===== src/rtl/maf_pkg.sv =====
// shared constants for the moving average filter
package maf_pkg;

    localparam int CFG_W = 7;
    localparam logic [CFG_W-1:0] WINDOW_LEN_RESET = 7'd11;

endpackage


===== src/rtl/maf_stream_if.sv =====
// sample and average stream interfaces
interface maf_in_if #(
    parameter int SAMPLE_BITS = 16
);
    logic                          valid;
    logic                          ready;
    logic signed [SAMPLE_BITS-1:0] sample;
    logic                          restart;

    modport source (output valid, output sample, output restart, input ready);
    modport sink   (input valid, input sample, input restart, output ready);
endinterface

interface maf_out_if #(
    parameter int SAMPLE_BITS = 16
);
    logic                          valid;
    logic                          ready;
    logic signed [SAMPLE_BITS-1:0] average;

    modport source (output valid, output average, input ready);
    modport sink   (input valid, input average, output ready);
endinterface


===== src/rtl/moving_average_filter_unit.sv =====
// top level of the streaming boxcar moving average filter
//
// i_in carries one signed sample and a restart flag per transfer; o_out carries
// one signed average per result. both use valid/ready, a transfer happening
// when both are high. i_cfg_we/i_cfg_data write the window length (0 acts as
// 1, values above MAX_WINDOW act as MAX_WINDOW); a write also clears the window
// and must only be made while the block is idle.
// no result is given until the window holds window-length samples since the
// last clear; after that every sample gives one average, truncated toward zero.
// the front end reads the delay line, then updates the sum, and takes no new
// sample before the sum update is done. the divider loads a job, works out
// one quotient bit per cycle (SUM_W = SAMPLE_BITS + clog2(MAX_WINDOW)) and
// then writes the output register once it is free; it takes no new job before
// that, which sets the sustained rate.
// a two-entry job queue sits between front end and divider; when the receiver
// stalls, the output register holds, the divider finishes into a wait state,
// the queue fills and finally i_in.ready drops. nothing is lost.
// reset sets window length 11 and empties the window; delay line contents are
// not cleared and are never used before being written.
module moving_average_filter_unit #(
    parameter int MAX_WINDOW  = 64,
    parameter int SAMPLE_BITS = 16
) (
    input  logic                      i_clk,
    input  logic                      i_rst_n,
    input  logic                      i_cfg_we,
    input  logic [maf_pkg::CFG_W-1:0] i_cfg_data,
    maf_in_if.sink                    i_in,
    maf_out_if.source                 o_out
);
    localparam int SUM_W = SAMPLE_BITS + $clog2(MAX_WINDOW);
    localparam int LEN_W = $clog2(MAX_WINDOW + 1);
    localparam int JOB_W = SUM_W + LEN_W;

    logic             q_push, q_full, q_pop, q_empty;
    logic [JOB_W-1:0] q_wdata, q_rdata;

    maf_front #(
        .MAX_WINDOW  (MAX_WINDOW),
        .SAMPLE_BITS (SAMPLE_BITS),
        .SUM_W       (SUM_W),
        .LEN_W       (LEN_W)
    ) u_front (
        .i_clk      (i_clk),
        .i_rst_n    (i_rst_n),
        .i_cfg_we   (i_cfg_we),
        .i_cfg_data (i_cfg_data),
        .i_in       (i_in),
        .i_q_full   (q_full),
        .o_q_push   (q_push),
        .o_q_data   (q_wdata)
    );

    maf_queue #(
        .WIDTH (JOB_W),
        .DEPTH (2)
    ) u_queue (
        .i_clk   (i_clk),
        .i_rst_n (i_rst_n),
        .i_push  (q_push),
        .i_data  (q_wdata),
        .o_full  (q_full),
        .i_pop   (q_pop),
        .o_data  (q_rdata),
        .o_empty (q_empty)
    );

    maf_divider #(
        .SAMPLE_BITS (SAMPLE_BITS),
        .SUM_W       (SUM_W),
        .LEN_W       (LEN_W)
    ) u_divider (
        .i_clk       (i_clk),
        .i_rst_n     (i_rst_n),
        .i_job_valid (!q_empty),
        .i_job_data  (q_rdata),
        .o_pop       (q_pop),
        .o_out       (o_out)
    );

    a_no_push_when_full: assert property (@(posedge i_clk) disable iff (!i_rst_n)
        !(q_push && q_full))
        else $error("job pushed into full queue");

    a_no_pop_when_empty: assert property (@(posedge i_clk) disable iff (!i_rst_n)
        q_pop |-> !q_empty)
        else $error("job popped from empty queue");

    a_front_busy_after_accept: assert property (@(posedge i_clk) disable iff (!i_rst_n)
        (i_in.valid && i_in.ready) |=> !i_in.ready)
        else $error("front end ready in the cycle after a sample transfer");

endmodule


===== src/rtl/maf_ram.sv =====
// generic single write port ram with registered read, read-first
module maf_ram #(
    parameter int WIDTH = 16,
    parameter int DEPTH = 64
) (
    input  logic                     i_clk,
    input  logic                     i_we,
    input  logic [$clog2(DEPTH)-1:0] i_waddr,
    input  logic [WIDTH-1:0]         i_wdata,
    input  logic                     i_re,
    input  logic [$clog2(DEPTH)-1:0] i_raddr,
    output logic [WIDTH-1:0]         o_rdata
);
    logic [WIDTH-1:0] r_mem [DEPTH];
    logic [WIDTH-1:0] r_rdata;

    always_ff @(posedge i_clk) begin
        if (i_re) begin
            r_rdata <= r_mem[i_raddr];
        end
        if (i_we) begin
            r_mem[i_waddr] <= i_wdata;
        end
    end

    assign o_rdata = r_rdata;
endmodule


===== src/rtl/maf_queue.sv =====
// small fifo of sum/length jobs between the window front end and the divider
module maf_queue #(
    parameter int WIDTH = 29,
    parameter int DEPTH = 2
) (
    input  logic             i_clk,
    input  logic             i_rst_n,
    input  logic             i_push,
    input  logic [WIDTH-1:0] i_data,
    output logic             o_full,
    input  logic             i_pop,
    output logic [WIDTH-1:0] o_data,
    output logic             o_empty
);
    localparam int AW = (DEPTH > 1) ? $clog2(DEPTH) : 1;
    localparam int CW = $clog2(DEPTH + 1);

    logic [WIDTH-1:0] r_mem [DEPTH];
    logic [AW-1:0]    r_wr_ptr, r_rd_ptr;
    logic [CW-1:0]    r_count;
    logic             push_ok, pop_ok;

    assign o_full  = (r_count == CW'(DEPTH));
    assign o_empty = (r_count == '0);
    assign push_ok = i_push && !o_full;
    assign pop_ok  = i_pop && !o_empty;
    assign o_data  = r_mem[r_rd_ptr];

    always_ff @(posedge i_clk) begin
        if (push_ok) begin
            r_mem[r_wr_ptr] <= i_data;
        end
    end

    always_ff @(posedge i_clk) begin
        if (!i_rst_n) begin
            r_wr_ptr <= '0;
            r_rd_ptr <= '0;
            r_count  <= '0;
        end else begin
            if (push_ok) begin
                r_wr_ptr <= (r_wr_ptr == AW'(DEPTH - 1)) ? '0 : r_wr_ptr + 1'b1;
            end
            if (pop_ok) begin
                r_rd_ptr <= (r_rd_ptr == AW'(DEPTH - 1)) ? '0 : r_rd_ptr + 1'b1;
            end
            if (push_ok && !pop_ok) begin
                r_count <= r_count + 1'b1;
            end else if (pop_ok && !push_ok) begin
                r_count <= r_count - 1'b1;
            end
        end
    end
endmodule


===== src/rtl/maf_front.sv =====
// window front end: delay line, running sum and fill count, issues divide jobs
module maf_front #(
    parameter int MAX_WINDOW  = 64,
    parameter int SAMPLE_BITS = 16,
    parameter int SUM_W       = SAMPLE_BITS + $clog2(MAX_WINDOW),
    parameter int LEN_W       = $clog2(MAX_WINDOW + 1)
) (
    input  logic                        i_clk,
    input  logic                        i_rst_n,
    input  logic                        i_cfg_we,
    input  logic [maf_pkg::CFG_W-1:0]   i_cfg_data,
    maf_in_if.sink                      i_in,
    input  logic                        i_q_full,
    output logic                        o_q_push,
    output logic [SUM_W+LEN_W-1:0]      o_q_data
);
    localparam int PTR_W = $clog2(MAX_WINDOW);

    typedef enum logic [0:0] {
        S_IDLE,
        S_SUM
    } t_front_state;

    t_front_state                  r_state;
    logic [maf_pkg::CFG_W-1:0]     r_window_len;
    logic signed [SUM_W-1:0]       r_sum, n_sum;
    logic [LEN_W-1:0]              r_fill, n_fill;
    logic [PTR_W-1:0]              r_ptr, n_ptr;
    logic signed [SAMPLE_BITS-1:0] r_sample;
    logic                          r_sub;

    logic [LEN_W-1:0]              len;
    logic                          accept;
    logic [LEN_W-1:0]              base_fill;
    logic [PTR_W-1:0]              base_ptr;
    logic [PTR_W:0]                ptr_x, len_x, wrap_x;
    logic [PTR_W-1:0]              oldest;
    logic [SAMPLE_BITS-1:0]        rd_data;
    logic signed [SUM_W-1:0]       old_ext, new_ext;
    logic                          produce;
    logic                          advance;

    always_comb begin
        if (r_window_len == '0) begin
            len = LEN_W'(1);
        end else if (32'(r_window_len) > 32'(MAX_WINDOW)) begin
            len = LEN_W'(MAX_WINDOW);
        end else begin
            len = LEN_W'(r_window_len);
        end
    end

    // no sample transfer in a cycle that writes the window length
    assign i_in.ready = (r_state == S_IDLE) && !i_cfg_we;
    assign accept     = i_in.valid && i_in.ready;

    // restart clears the window before the sample goes in
    assign base_fill = i_in.restart ? '0 : r_fill;
    assign base_ptr  = i_in.restart ? '0 : r_ptr;

    assign ptr_x  = {1'b0, base_ptr};
    assign len_x  = (PTR_W + 1)'(len);
    assign wrap_x = ptr_x + (PTR_W + 1)'(MAX_WINDOW) - len_x;
    assign oldest = PTR_W'((ptr_x >= len_x) ? ptr_x - len_x : wrap_x);

    maf_ram #(
        .WIDTH (SAMPLE_BITS),
        .DEPTH (MAX_WINDOW)
    ) u_delay_line (
        .i_clk   (i_clk),
        .i_we    (accept),
        .i_waddr (base_ptr),
        .i_wdata (i_in.sample),
        .i_re    (accept),
        .i_raddr (oldest),
        .o_rdata (rd_data)
    );

    assign old_ext = r_sub ? {{(SUM_W - SAMPLE_BITS){rd_data[SAMPLE_BITS-1]}}, rd_data}
                           : '0;
    assign new_ext = {{(SUM_W - SAMPLE_BITS){r_sample[SAMPLE_BITS-1]}}, r_sample};
    assign n_sum   = r_sum - old_ext + new_ext;
    assign n_fill  = (r_fill < len) ? r_fill + 1'b1 : r_fill;
    assign n_ptr   = (r_ptr == PTR_W'(MAX_WINDOW - 1)) ? '0 : r_ptr + 1'b1;
    assign produce = (n_fill >= len);
    // hold the sum stage while it has a job to push and the job queue has no room
    assign advance = (r_state == S_SUM) && !(produce && i_q_full);

    assign o_q_push = advance && produce;
    assign o_q_data = {n_sum, len};

    always_ff @(posedge i_clk) begin
        if (accept) begin
            r_sample <= i_in.sample;
            r_sub    <= (base_fill >= len);
        end
    end

    always_ff @(posedge i_clk) begin
        if (!i_rst_n) begin
            r_state      <= S_IDLE;
            r_window_len <= maf_pkg::WINDOW_LEN_RESET;
            r_sum        <= '0;
            r_fill       <= '0;
            r_ptr        <= '0;
        end else begin
            unique case (r_state)
                S_IDLE: begin
                    if (i_cfg_we) begin
                        r_window_len <= i_cfg_data;
                        r_sum        <= '0;
                        r_fill       <= '0;
                        r_ptr        <= '0;
                    end else if (accept) begin
                        if (i_in.restart) begin
                            r_sum  <= '0;
                            r_fill <= '0;
                            r_ptr  <= '0;
                        end
                        r_state <= S_SUM;
                    end
                end
                S_SUM: begin
                    if (advance) begin
                        r_sum   <= n_sum;
                        r_fill  <= n_fill;
                        r_ptr   <= n_ptr;
                        r_state <= S_IDLE;
                    end
                end
                default: r_state <= S_IDLE;
            endcase
        end
    end
endmodule


===== src/rtl/maf_divider.sv =====
// radix-2 restoring divider, truncates toward zero, drives the average output register
module maf_divider #(
    parameter int SAMPLE_BITS = 16,
    parameter int SUM_W       = 22,
    parameter int LEN_W       = 7
) (
    input  logic                    i_clk,
    input  logic                    i_rst_n,
    input  logic                    i_job_valid,
    input  logic [SUM_W+LEN_W-1:0]  i_job_data,
    output logic                    o_pop,
    maf_out_if.source               o_out
);
    localparam int CNT_W = $clog2(SUM_W);

    typedef enum logic [1:0] {
        D_IDLE,
        D_BUSY,
        D_FIN
    } t_div_state;

    t_div_state                    r_state;
    logic [SUM_W-1:0]              r_quo;
    logic [LEN_W-1:0]              r_rem;
    logic [LEN_W-1:0]              r_div;
    logic [CNT_W-1:0]              r_cnt;
    logic                          r_neg;
    logic                          r_out_valid;
    logic signed [SAMPLE_BITS-1:0] r_out_avg;

    logic signed [SUM_W-1:0]       job_sum;
    logic [LEN_W-1:0]              job_len;
    logic [SUM_W-1:0]              job_mag;
    logic [LEN_W:0]                rem_sh, rem_sub;
    logic                          ge;
    logic [SAMPLE_BITS-1:0]        quo_s;
    logic                          out_free;

    assign job_sum = i_job_data[SUM_W+LEN_W-1:LEN_W];
    assign job_len = i_job_data[LEN_W-1:0];
    assign job_mag = job_sum[SUM_W-1] ? SUM_W'(-job_sum) : SUM_W'(job_sum);

    assign rem_sh  = {r_rem, r_quo[SUM_W-1]};
    assign ge      = (rem_sh >= {1'b0, r_div});
    assign rem_sub = rem_sh - {1'b0, r_div};

    assign quo_s    = r_quo[SAMPLE_BITS-1:0];
    assign out_free = !r_out_valid || o_out.ready;
    assign o_pop    = (r_state == D_IDLE) && i_job_valid;

    assign o_out.valid   = r_out_valid;
    assign o_out.average = r_out_avg;

    always_ff @(posedge i_clk) begin
        if (!i_rst_n) begin
            r_state     <= D_IDLE;
            r_out_valid <= 1'b0;
            r_cnt       <= '0;
        end else begin
            // the wait state drives valid on its own when it hands over
            if (r_out_valid && o_out.ready && r_state != D_FIN) begin
                r_out_valid <= 1'b0;
            end
            unique case (r_state)
                D_IDLE: begin
                    if (i_job_valid) begin
                        r_quo   <= job_mag;
                        r_neg   <= job_sum[SUM_W-1];
                        r_div   <= job_len;
                        r_rem   <= '0;
                        r_cnt   <= '0;
                        r_state <= D_BUSY;
                    end
                end
                D_BUSY: begin
                    r_rem <= ge ? rem_sub[LEN_W-1:0] : rem_sh[LEN_W-1:0];
                    r_quo <= {r_quo[SUM_W-2:0], ge};
                    r_cnt <= r_cnt + 1'b1;
                    if (r_cnt == CNT_W'(SUM_W - 1)) begin
                        r_state <= D_FIN;
                    end
                end
                D_FIN: begin
                    if (out_free) begin
                        r_out_avg   <= r_neg ? -quo_s : quo_s;
                        r_out_valid <= 1'b1;
                        r_state     <= D_IDLE;
                    end
                end
                default: r_state <= D_IDLE;
            endcase
        end
    end
endmodule


===== src/flat_wrapper.sv =====
// flat-port wrapper written by rule: the top's interface ports become plain ports
module moving_average_filter_unit_flat 
#(
    parameter int MAX_WINDOW  = 64,
    parameter int SAMPLE_BITS = 16
)
  (i_clk, i_rst_n, i_cfg_we, i_cfg_data, i_in_valid, i_in_sample, i_in_restart, i_in_ready, o_out_valid, o_out_average, o_out_ready);
  maf_in_if #(.SAMPLE_BITS(SAMPLE_BITS)) i_in_i ();
  maf_out_if #(.SAMPLE_BITS(SAMPLE_BITS)) o_out_i ();
  input  logic i_clk;
  input  logic i_rst_n;
  input  logic i_cfg_we;
  input  logic [maf_pkg::CFG_W-1:0] i_cfg_data;
  input wire logic [$bits(i_in_i.valid)-1:0] i_in_valid;
  input wire logic [$bits(i_in_i.sample)-1:0] i_in_sample;
  input wire logic [$bits(i_in_i.restart)-1:0] i_in_restart;
  output wire logic [$bits(i_in_i.ready)-1:0] i_in_ready;
  output wire logic [$bits(o_out_i.valid)-1:0] o_out_valid;
  output wire logic [$bits(o_out_i.average)-1:0] o_out_average;
  input wire logic [$bits(o_out_i.ready)-1:0] o_out_ready;
  assign i_in_i.valid = i_in_valid;
  assign i_in_i.sample = i_in_sample;
  assign i_in_i.restart = i_in_restart;
  assign i_in_ready = i_in_i.ready;
  assign o_out_valid = o_out_i.valid;
  assign o_out_average = o_out_i.average;
  assign o_out_i.ready = o_out_ready;
  moving_average_filter_unit #(.MAX_WINDOW(MAX_WINDOW), .SAMPLE_BITS(SAMPLE_BITS)) u_core (.i_clk(i_clk), .i_rst_n(i_rst_n), .i_cfg_we(i_cfg_we), .i_cfg_data(i_cfg_data), .i_in(i_in_i), .o_out(o_out_i));
endmodule

===== config.mk =====
export PLATFORM = sky130hd
export DESIGN_NAME = moving_average_filter_unit_flat
export DESIGN_NICKNAME = d
export VERILOG_FILES = /design/src/rtl/maf_pkg.sv /design/src/rtl/maf_stream_if.sv /design/src/rtl/moving_average_filter_unit.sv /design/src/rtl/maf_ram.sv /design/src/rtl/maf_queue.sv /design/src/rtl/maf_front.sv /design/src/rtl/maf_divider.sv /design/src/flat_wrapper.sv
export SDC_FILE = /design/constraint.sdc
export NUM_CORES = 1
export LEC_CHECK = 0
export BUFFER_PORTS_ARGS = -buffer_cell sky130_fd_sc_hd__buf_2
export CORE_AREA = 2 2 413 415
export CTS_BUF_LIST = sky130_fd_sc_hd__clkbuf_8
export DETAILED_ROUTE_END_ITERATION = 16
export DIE_AREA = 0 0 415 417
export GPL_TIMING_DRIVEN = 0
export PLACE_DENSITY_LB_ADDON = 0.12
export SKIP_LAST_GASP = 1
export SYNTH_ARGS = -nofsm -noshare
export SYNTH_HDL_FRONTEND = slang
export SYNTH_SLANG_ARGS = --single-unit

===== constraint.sdc =====
create_clock -name i_clk -period 5.6 [get_ports i_clk]
set_clock_uncertainty 0.1 [all_clocks]
set_input_delay 0.28 -clock i_clk [delete_from_list [all_inputs] [get_ports i_clk]]
set_output_delay 0.28 -clock i_clk [all_outputs]
set_load 0.02 [all_outputs]

Word-level counts from Yosys, hierarchy flattened --
Memories as Yosys holds them, arrays and structs flattened. A register that Yosys moved wholly into a read port is not among the register bits. Index checks and enable logic that the tools add are counted.
Storage, ports and cells: register bits 125, memory bits (writable) 1082, output and inout bits 18, bits of input ports 29, memories kept 2
Operators by class: $lt $le $gt $ge 6, reduce and logical (&&, ||, !) cells 33, add/subtract/negate cells 15, equality and inequality tests 12, bitwise gates (word level) 2, muxes and demuxes 50
Memories:
- u_core.u_front.u_delay_line.r_mem | words 64, bits a word 16, rd ports 1, clocked after Yosys merged registers in 1, write ports 1, line maf_ram.sv:14 | logic [WIDTH-1:0] r_mem [DEPTH];
- u_core.u_queue.r_mem | words 2, bits a word 29, rd ports 1, clocked after Yosys merged registers in 1, write ports 1, line maf_queue.sv:18 | logic [WIDTH-1:0] r_mem [DEPTH];
Operators by type and width (number):
- 22-bit two-way mux | 7
- 22-bit case mux with 2 select lines | 2
- 7-bit two-way mux | 9
- 6-bit two-way mux | 6
- 7-bit case mux with 2 select lines | 2
- 22-bit by 16-bit adder with 22-bit output | 1
- 22-bit negator | 1
- 22-bit subtractor | 1
- 16-bit two-way mux | 1
- 16-bit negator | 1
- 3-bit AND reduction | 5
- 7-bit greater-or-equal comparator | 2
- 1-bit two-way mux | 13
- 6-bit by 1-bit adder with 6-bit output, second input constant | 2
- 1-bit logical AND | 12
- 6-bit case mux with 2 select lines | 1
- 6-bit subtractor | 2
- 2-bit two-way mux | 5
- 5-bit case mux with 2 select lines | 1
- 8-bit by 7-bit greater-or-equal comparator with 1-bit output | 1
- 2-bit inequality test, second input constant | 4
- 7-bit by 1-bit adder with 7-bit output, second input constant | 1
- 6-bit by 7-bit greater-or-equal comparator with 1-bit output | 1
- 7-bit > comparator, second input constant | 1
- 22 further kinds | 36

Depth between registers and ports, before layout --
depth in word-level cells 15, depth in mapped cells 19, mapped depth without buffers 18

Cells and area by module --
From an unflattened synthesis, not the netlist that was laid out.
Second synthesis, totals: cells, all modules 2893, area, all modules 51050.2 um^2
By module, submodules not included:
- maf_ram | cells each 1829, times used 1, area an instance 40202.3 um^2
- maf_front | cells each 613, times used 1, area an instance 5046.1 um^2
- maf_divider | cells each 335, times used 1, area an instance 3475.8 um^2
- maf_queue | cells each 115, times used 1, area an instance 2322.2 um^2
- moving_average_filter_unit | cells each 1, times used 1, area an instance 3.8 um^2

Worst setup path before layout --
Ideal clock, no wire load.
kind register -> register, start reg u_core.u_front.r_window_len[6] (netlist name), end mem u_core.u_queue.r_mem[0][0] (enable), cell stages (with the launch flop) 16, data arrival time 4.456 ns, data required time 5.082 ns, buffers on the path 1, path slack 0.626 ns, clock period less this slack 4.974 ns, path through dfxtp_1 clkinv_1 nand2_1 ha_1 a21o_1 a21o_2 a221oi_2 buf_6 mux2_2 ha_1 nand2_1 o21ai_0 a21oi_1 a21boi_0 o221a_2 nor2b_1
Between the ends: longest elaborated chain between the ends 13, elaborated cells on any way between the ends 14, those cells by class order compare: 3; mux: 5; reduce/logical: 6
Ends and longest elaborated chain:
- from (decl) | line maf_front.sv:25 | logic [maf_pkg::CFG_W-1:0] r_window_len;
- from (signal assigned) | line maf_front.sv:102 | r_window_len <= maf_pkg::WINDOW_LEN_RESET;
- from (signal assigned) | line maf_front.sv:110 | r_window_len <= i_cfg_data;
- 7-bit > comparator | line maf_front.sv:46 | end else if (32'(r_window_len) > 32'(MAX_WINDOW)) begin
- 7-bit two-way mux | line maf_front.sv:46
- 7-bit two-way mux * | line maf_front.sv:44 | if (r_window_len == '0) begin
- 7-bit less-than comparator | line maf_front.sv:83 | assign n_fill = (r_fill < len) ? r_fill + 1'b1 : r_fill;
- 7-bit two-way mux | line maf_front.sv:83
- 7-bit greater-or-equal comparator * | line maf_front.sv:85 | assign produce = (n_fill >= len);
- 1-bit logical AND | line maf_front.sv:87 | assign advance = (r_state == S_SUM) && !(produce && i_q_full);
- 1-bit logical NOT | line maf_front.sv:87
- 1-bit logical AND | line maf_front.sv:87
- 1-bit logical AND * | line maf_front.sv:89 | assign o_q_push = advance && produce;
- 1-bit logical AND * | line maf_queue.sv:25 | assign push_ok = i_push && !o_full;
- via u_core.u_queue.push_ok | line maf_queue.sv:21 | logic push_ok, pop_ok;
- 1-bit two-way mux * | line maf_queue.sv:30 | if (push_ok) begin
- 1-bit two-way mux (implied by the code) * | line maf_queue.sv:31 | r_mem[r_wr_ptr] <= i_data;
- to (decl) | line maf_queue.sv:18
The timed path passes the listed nets; every way through them passes the cells marked *.

Final worst setup path --
start reg u_core.u_front.r_window_len[1] (netlist name), end reg u_core.u_front.u_delay_line.r_rdata[3], in the netlist u_core.u_front.u_delay_line.o_rdata[3] (read register of u_core.u_front.u_delay_line.r_mem) (data pin)
Between the ends: longest elaborated chain between the ends 5, elaborated cells on any way between the ends 8, those cells by class add/sub: 2; order compare: 2; mux: 3; reduce/logical: 1
Ends and longest elaborated chain:
- 7-bit > comparator | line maf_front.sv:46
- 7-bit two-way mux | line maf_front.sv:46
- 7-bit two-way mux * | line maf_front.sv:44
- via u_core.q_wdata[0] | line moving_average_filter_unit.sv:36 | logic [JOB_W-1:0] q_wdata, q_rdata;
- 6-bit subtractor, or another cell as far along | line maf_front.sv:63 | assign wrap_x = ptr_x + (PTR_W + 1)'(MAX_WINDOW) - len_x;
- 6-bit two-way mux * | line maf_front.sv:64 | assign oldest = PTR_W'((ptr_x >= len_x) ? ptr_x - len_x : wrap_x);
- to (decl) | line maf_ram.sv:15 | logic [WIDTH-1:0] r_rdata;
Marks and branches as above. A chain may end at the register's enable or synchronous reset.

==> flow_results.org <==
** Outcome
- The run finished with clean final reports.

** Yosys
- Top_reg_cell synth :: edfxtp_1
- Share of synthesized flip-flops with an asynchronous set or reset :: 0
- The synthesized design contains 1168 enable-type register cells.
- Top cell type by total area after synthesis :: edfxtp_1
- For this run, the register share of the synthesized area comes to 0.720.
- Most repeated cell in the gate-level netlist after synthesis :: edfxtp_1
- Number of instances in the synthesized netlist :: 2619
- Post-synthesis sequential element count :: 1224
- Warnings from Yosys :: 0
- The number of nets in the synthesized netlist is 2732.
- Averaged over all synthesized cells, the footprint is 19.2 um^2.
- Post-synthesis cell area :: 50300 um^2
- The number of different library cells used by synthesis comes to 74.
- The share of synthesized area in the top cell type comes to 0.697.
- Largest cells by area after synthesis :: edfxtp_1 70%, mux4_2 14%, dfxtp_1 2.2%
- After synthesis, the most frequently instantiated cells are 1168 x edfxtp_1, 320 x mux4_2, 138 x nor2_1, 112 x inv_1, 92 x nand2_1.

** Route
- Ratio of routed vias to standard cells :: 4.76
- Routed length per instance :: 24.6 um
- The detailed router finished its first iteration with 2083 violations.
- Via count of the routed design :: 25.5k
- Antenna violation net count after detailed routing :: 0
- Drt drc :: 0
- Total wirelength of the detailed-routed design :: 132000 um
- The first detailed-routing pass took 6 iterations.

** Clock network
- TritonCTS built the clock tree.
- Maximum number of buffers from clock root to sink :: 3
- The root buffer cell chosen for the clock tree is clkbuf_8.
- The H-tree generated during clock tree synthesis spans 4 levels.
- Clock tree synthesis inserted a total of 204 buffers.
- In this run the post-CTS setup repair buffer count came out at 0.
- After clock tree synthesis, the clock-pin slew on the worst setup and hold paths is 0.06 ns.
- Clock network latency to the later pin of the worst-skew pair :: 0.92 ns
- CTS saw 1224 sinks.

** Die
- The initial utilization of the core area, before any placement, comes to 0.298.
- The floorplan step defined a core boundary enclosing 169000 um^2.
- DIE HEIGHT :: 417 um
- DIE WIDTH :: 415 um
- I/O pin cnt :: 47
- The floorplan step defined a die boundary enclosing 173000 um^2.
- The floorplan has 151 rows.

** Power
- Pwr per Cell Area :: 361 nW/um^2
- Reported leakage power :: 19.1 nW
- IR analysis of the VDD net gives a maximum drop of 0.000261 V.
- Overall Power :: 21.3 mW

** Worst setup path
- Crit path kind :: reg2reg
- The critical path runs through a total of 12 cells.
- Crit path buf inv count :: 3
- Worst endpoint data arrival time :: 5.98 ns
- The worst setup path is launched from a flop.
- For the worst setup path, the data required time is 6.11 ns.
- The kind of cell with the highest combined delay along the critical path is multiplexers.
- Logic depth of the worst register-to-register path :: 12
- The largest single stage delay on the critical path is 0.66 ns.
- Critical path endpoint category :: flop
- Crit path max-delay cell type :: fa_1
- Worst path cell trace :: or4_4, o21bai_2, and2_2, ha_1, inv_1, fa_1, clkbuf_2, clkbuf_1, mux4_2, mux4_2, mux2i_1, mux2i_1
- Highest fanout seen on the critical path :: 10

** Global routing
- Residual overflow from global routing :: 0
- All-layer global routing usage :: 0.153
- The first global-routing pass estimated 191000 um of wire.
- The number of antenna violations at the first check in global routing was 13.
- The via count of the first global-routing pass came to 27.1k.
- Entering global routing, the biggest net connects 66 pins.

** STA
- At the pin with the least slew margin, the transition time is 1.31 ns.
- Max transition margin :: 0.125
- Setup repair after global routing could not meet its margin everywhere.
- Of the available clock period, the critical path in the final layout requires 0.977.
- Once routing completed, OpenROAD measured the worst setup slack at 0.131 ns.
- Highest Clock Rate :: 183 MHz
- Number of failing hold endpoints at the final stage :: 0
- Setup violations remaining at the end of the flow were counted as 0.
- After routing, the total negative slack on setup checks comes to 0 ns.
- Final Slew Violations :: 0
- Final critical-path required period :: 5.47 ns

** Place
- Once detailed placement completed, the half-perimeter wirelength came to 88900 um.
- I/O Buffers :: 46
- Setup WS pre-CTS :: -0.660 ns
- Count of placed standard cells including taps :: 4953
- Global placer's final weighted congestion :: 0.859

** Layout
- Share of post-route cells with drive strength above 1 :: 0.270
- Filler-free cell count of the finished design :: 5370
- After the last flow step, the layout net total stands at 3099.
- For this run, the share of the core covered by cells in the final layout is 0.350.
- Area growth syn-to-layout :: 17.4%

** Worst hold path
- Worst hold path stage count :: 1
- The path class of the tightest hold or removal check is in2reg.

** Job
- The tool flagged a number of max-cap violations equal to 0.
## cell families (layout without fill, tap and decap cells)
family / Yosys count / count (layout) / synth area share
other: 0 / 4 / 0
and+or+nand+nor: 383 / 384 / 0.0364
xor gates and xnor gates: 73 / 73 / 0.0127
adders and majority gates: 84 / 84 / 0.0243
muxes: 399 / 399 / 0.159
buffers and inverters: 230 / 758 / 0.0190
AOI/OAI and AO/OA: 226 / 226 / 0.0285
DFF: 1224 / 1224 / 0.720
## per-layer routing
metal | up-vias | part of all wire | global-route usage | wire length (um)
met4 | 4 | 0.027 | 0.0514 | 3510
met2 | 644 | 0.49 | 0.255 | 64000
li1 | 11300 | - | - | -
met3 | 212 | 0.049 | 0.0302 | 6420
met1 | 13400 | 0.44 | 0.201 | 57900
met5 | - | 0.00012 | 0 | 16
## power by group
| part | total, mW | switching (mW) | internal [mW] |
|---|---|---|---|
| Clock | 7.40 | 3.70 | 3.69 |
| Combinational | 3.48 | 2.07 | 1.41 |
| Sequential | 10.4 | 0.102 | 10.3 |
| Total | 21.3 | 5.88 | 15.4 |
## area by class of cell
cell class	instances	area, um^2
fill	15900	109000
sequential	1224	36200
multi-input combinational	1166	13300
clock buffer	210	2890
tap	2218	2780
timing repair buffer	161	1980
clock inverter	158	883
buffer	115	549
inverter	114	428
antenna	4	10.0
## cells in the final DEF, fill, tap and decap left out, types with 13 or more instances in the layout
| cell | n |
|---|---|
| nand2_1 | 92 |
| buf_2 | 72 |
| clkbuf_8 | 212 |
| inv_1 | 173 |
| dfxtp_1 | 56 |
| a21oi_1 | 56 |
| nor2b_1 | 14 |
| edfxtp_1 | 1168 |
| xor2_1 | 21 |
| nand3_1 | 23 |
| nor2_2 | 64 |
| and2_1 | 20 |
| a21o_1 | 15 |
| dlygate4sd3_1 | 44 |
| buf_16 | 18 |
| nor3_1 | 18 |
| fa_1 | 23 |
| clkinv_2 | 31 |
| buf_8 | 46 |
| mux2i_1 | 70 |
| nor2_1 | 74 |
| clkinv_1 | 46 |
| o21ai_0 | 71 |
| xnor2_1 | 50 |
| nand4_1 | 13 |
| clkbuf_1 | 56 |
| a22oi_1 | 13 |
| mux4_2 | 320 |
| ha_1 | 61 |
| nand2b_1 | 18 |
## metrics by stage
step | instance area, um^2 | hold slack, ns
2_1_floorplan | 50300 | 0.279
3_3_place_gp | 53300 | 0.343
3_5_place_dp | 54800 | 0.363
4_1_cts | 58900 | 0.0276
5_1_grt | 59100 | 0.0739
6_report | 59100 | 0.125
## sequential cells by signal, indices dropped and copies added, names as in the netlist, 2 cells and up, named ones only
register and cells:
u_core.u_front.u_delay_line.r_mem 1024, u_core.u_queue.r_mem 58, u_core.u_divider.r_quo 22, u_core.u_front.r_sum 22, u_core.u_divider.o_out.average 16, u_core.u_front.r_sample 16
u_core.u_front.u_delay_line.o_rdata 16, u_core.u_divider.r_div 7, u_core.u_divider.r_rem 7, u_core.u_front.r_fill 7, u_core.u_front.r_window_len 7, u_core.u_front.r_ptr 6
u_core.u_divider.r_cnt 5, u_core.u_divider.r_state 2, u_core.u_queue.r_count 2
## repair_timing
item,CTS,global route
gates resized for setup,10,10
hold buffers,32,12
cloned,0,1
hold endpoints to repair,114,779
pin swaps,0,0
endpoints found under the setup margin,45,53
## path summary, 6_finish.rpt
kind | end | slack (ns) | start
min reg2reg | u_core.u_divider.o_out.average[0] | 0.37 | u_core.u_divider.r_quo[0]
min | u_core.u_front.u_delay_line.r_mem[55][14] | 0.12 | i_in_sample[14]
max | u_core.u_front.u_delay_line.o_rdata[3] | 0.13 | u_core.u_front.r_window_len[1]
max reg2reg | u_core.u_front.u_delay_line.o_rdata[3] | 0.13 | u_core.u_front.r_window_len[1]
(Power assumes the default switching activity.)
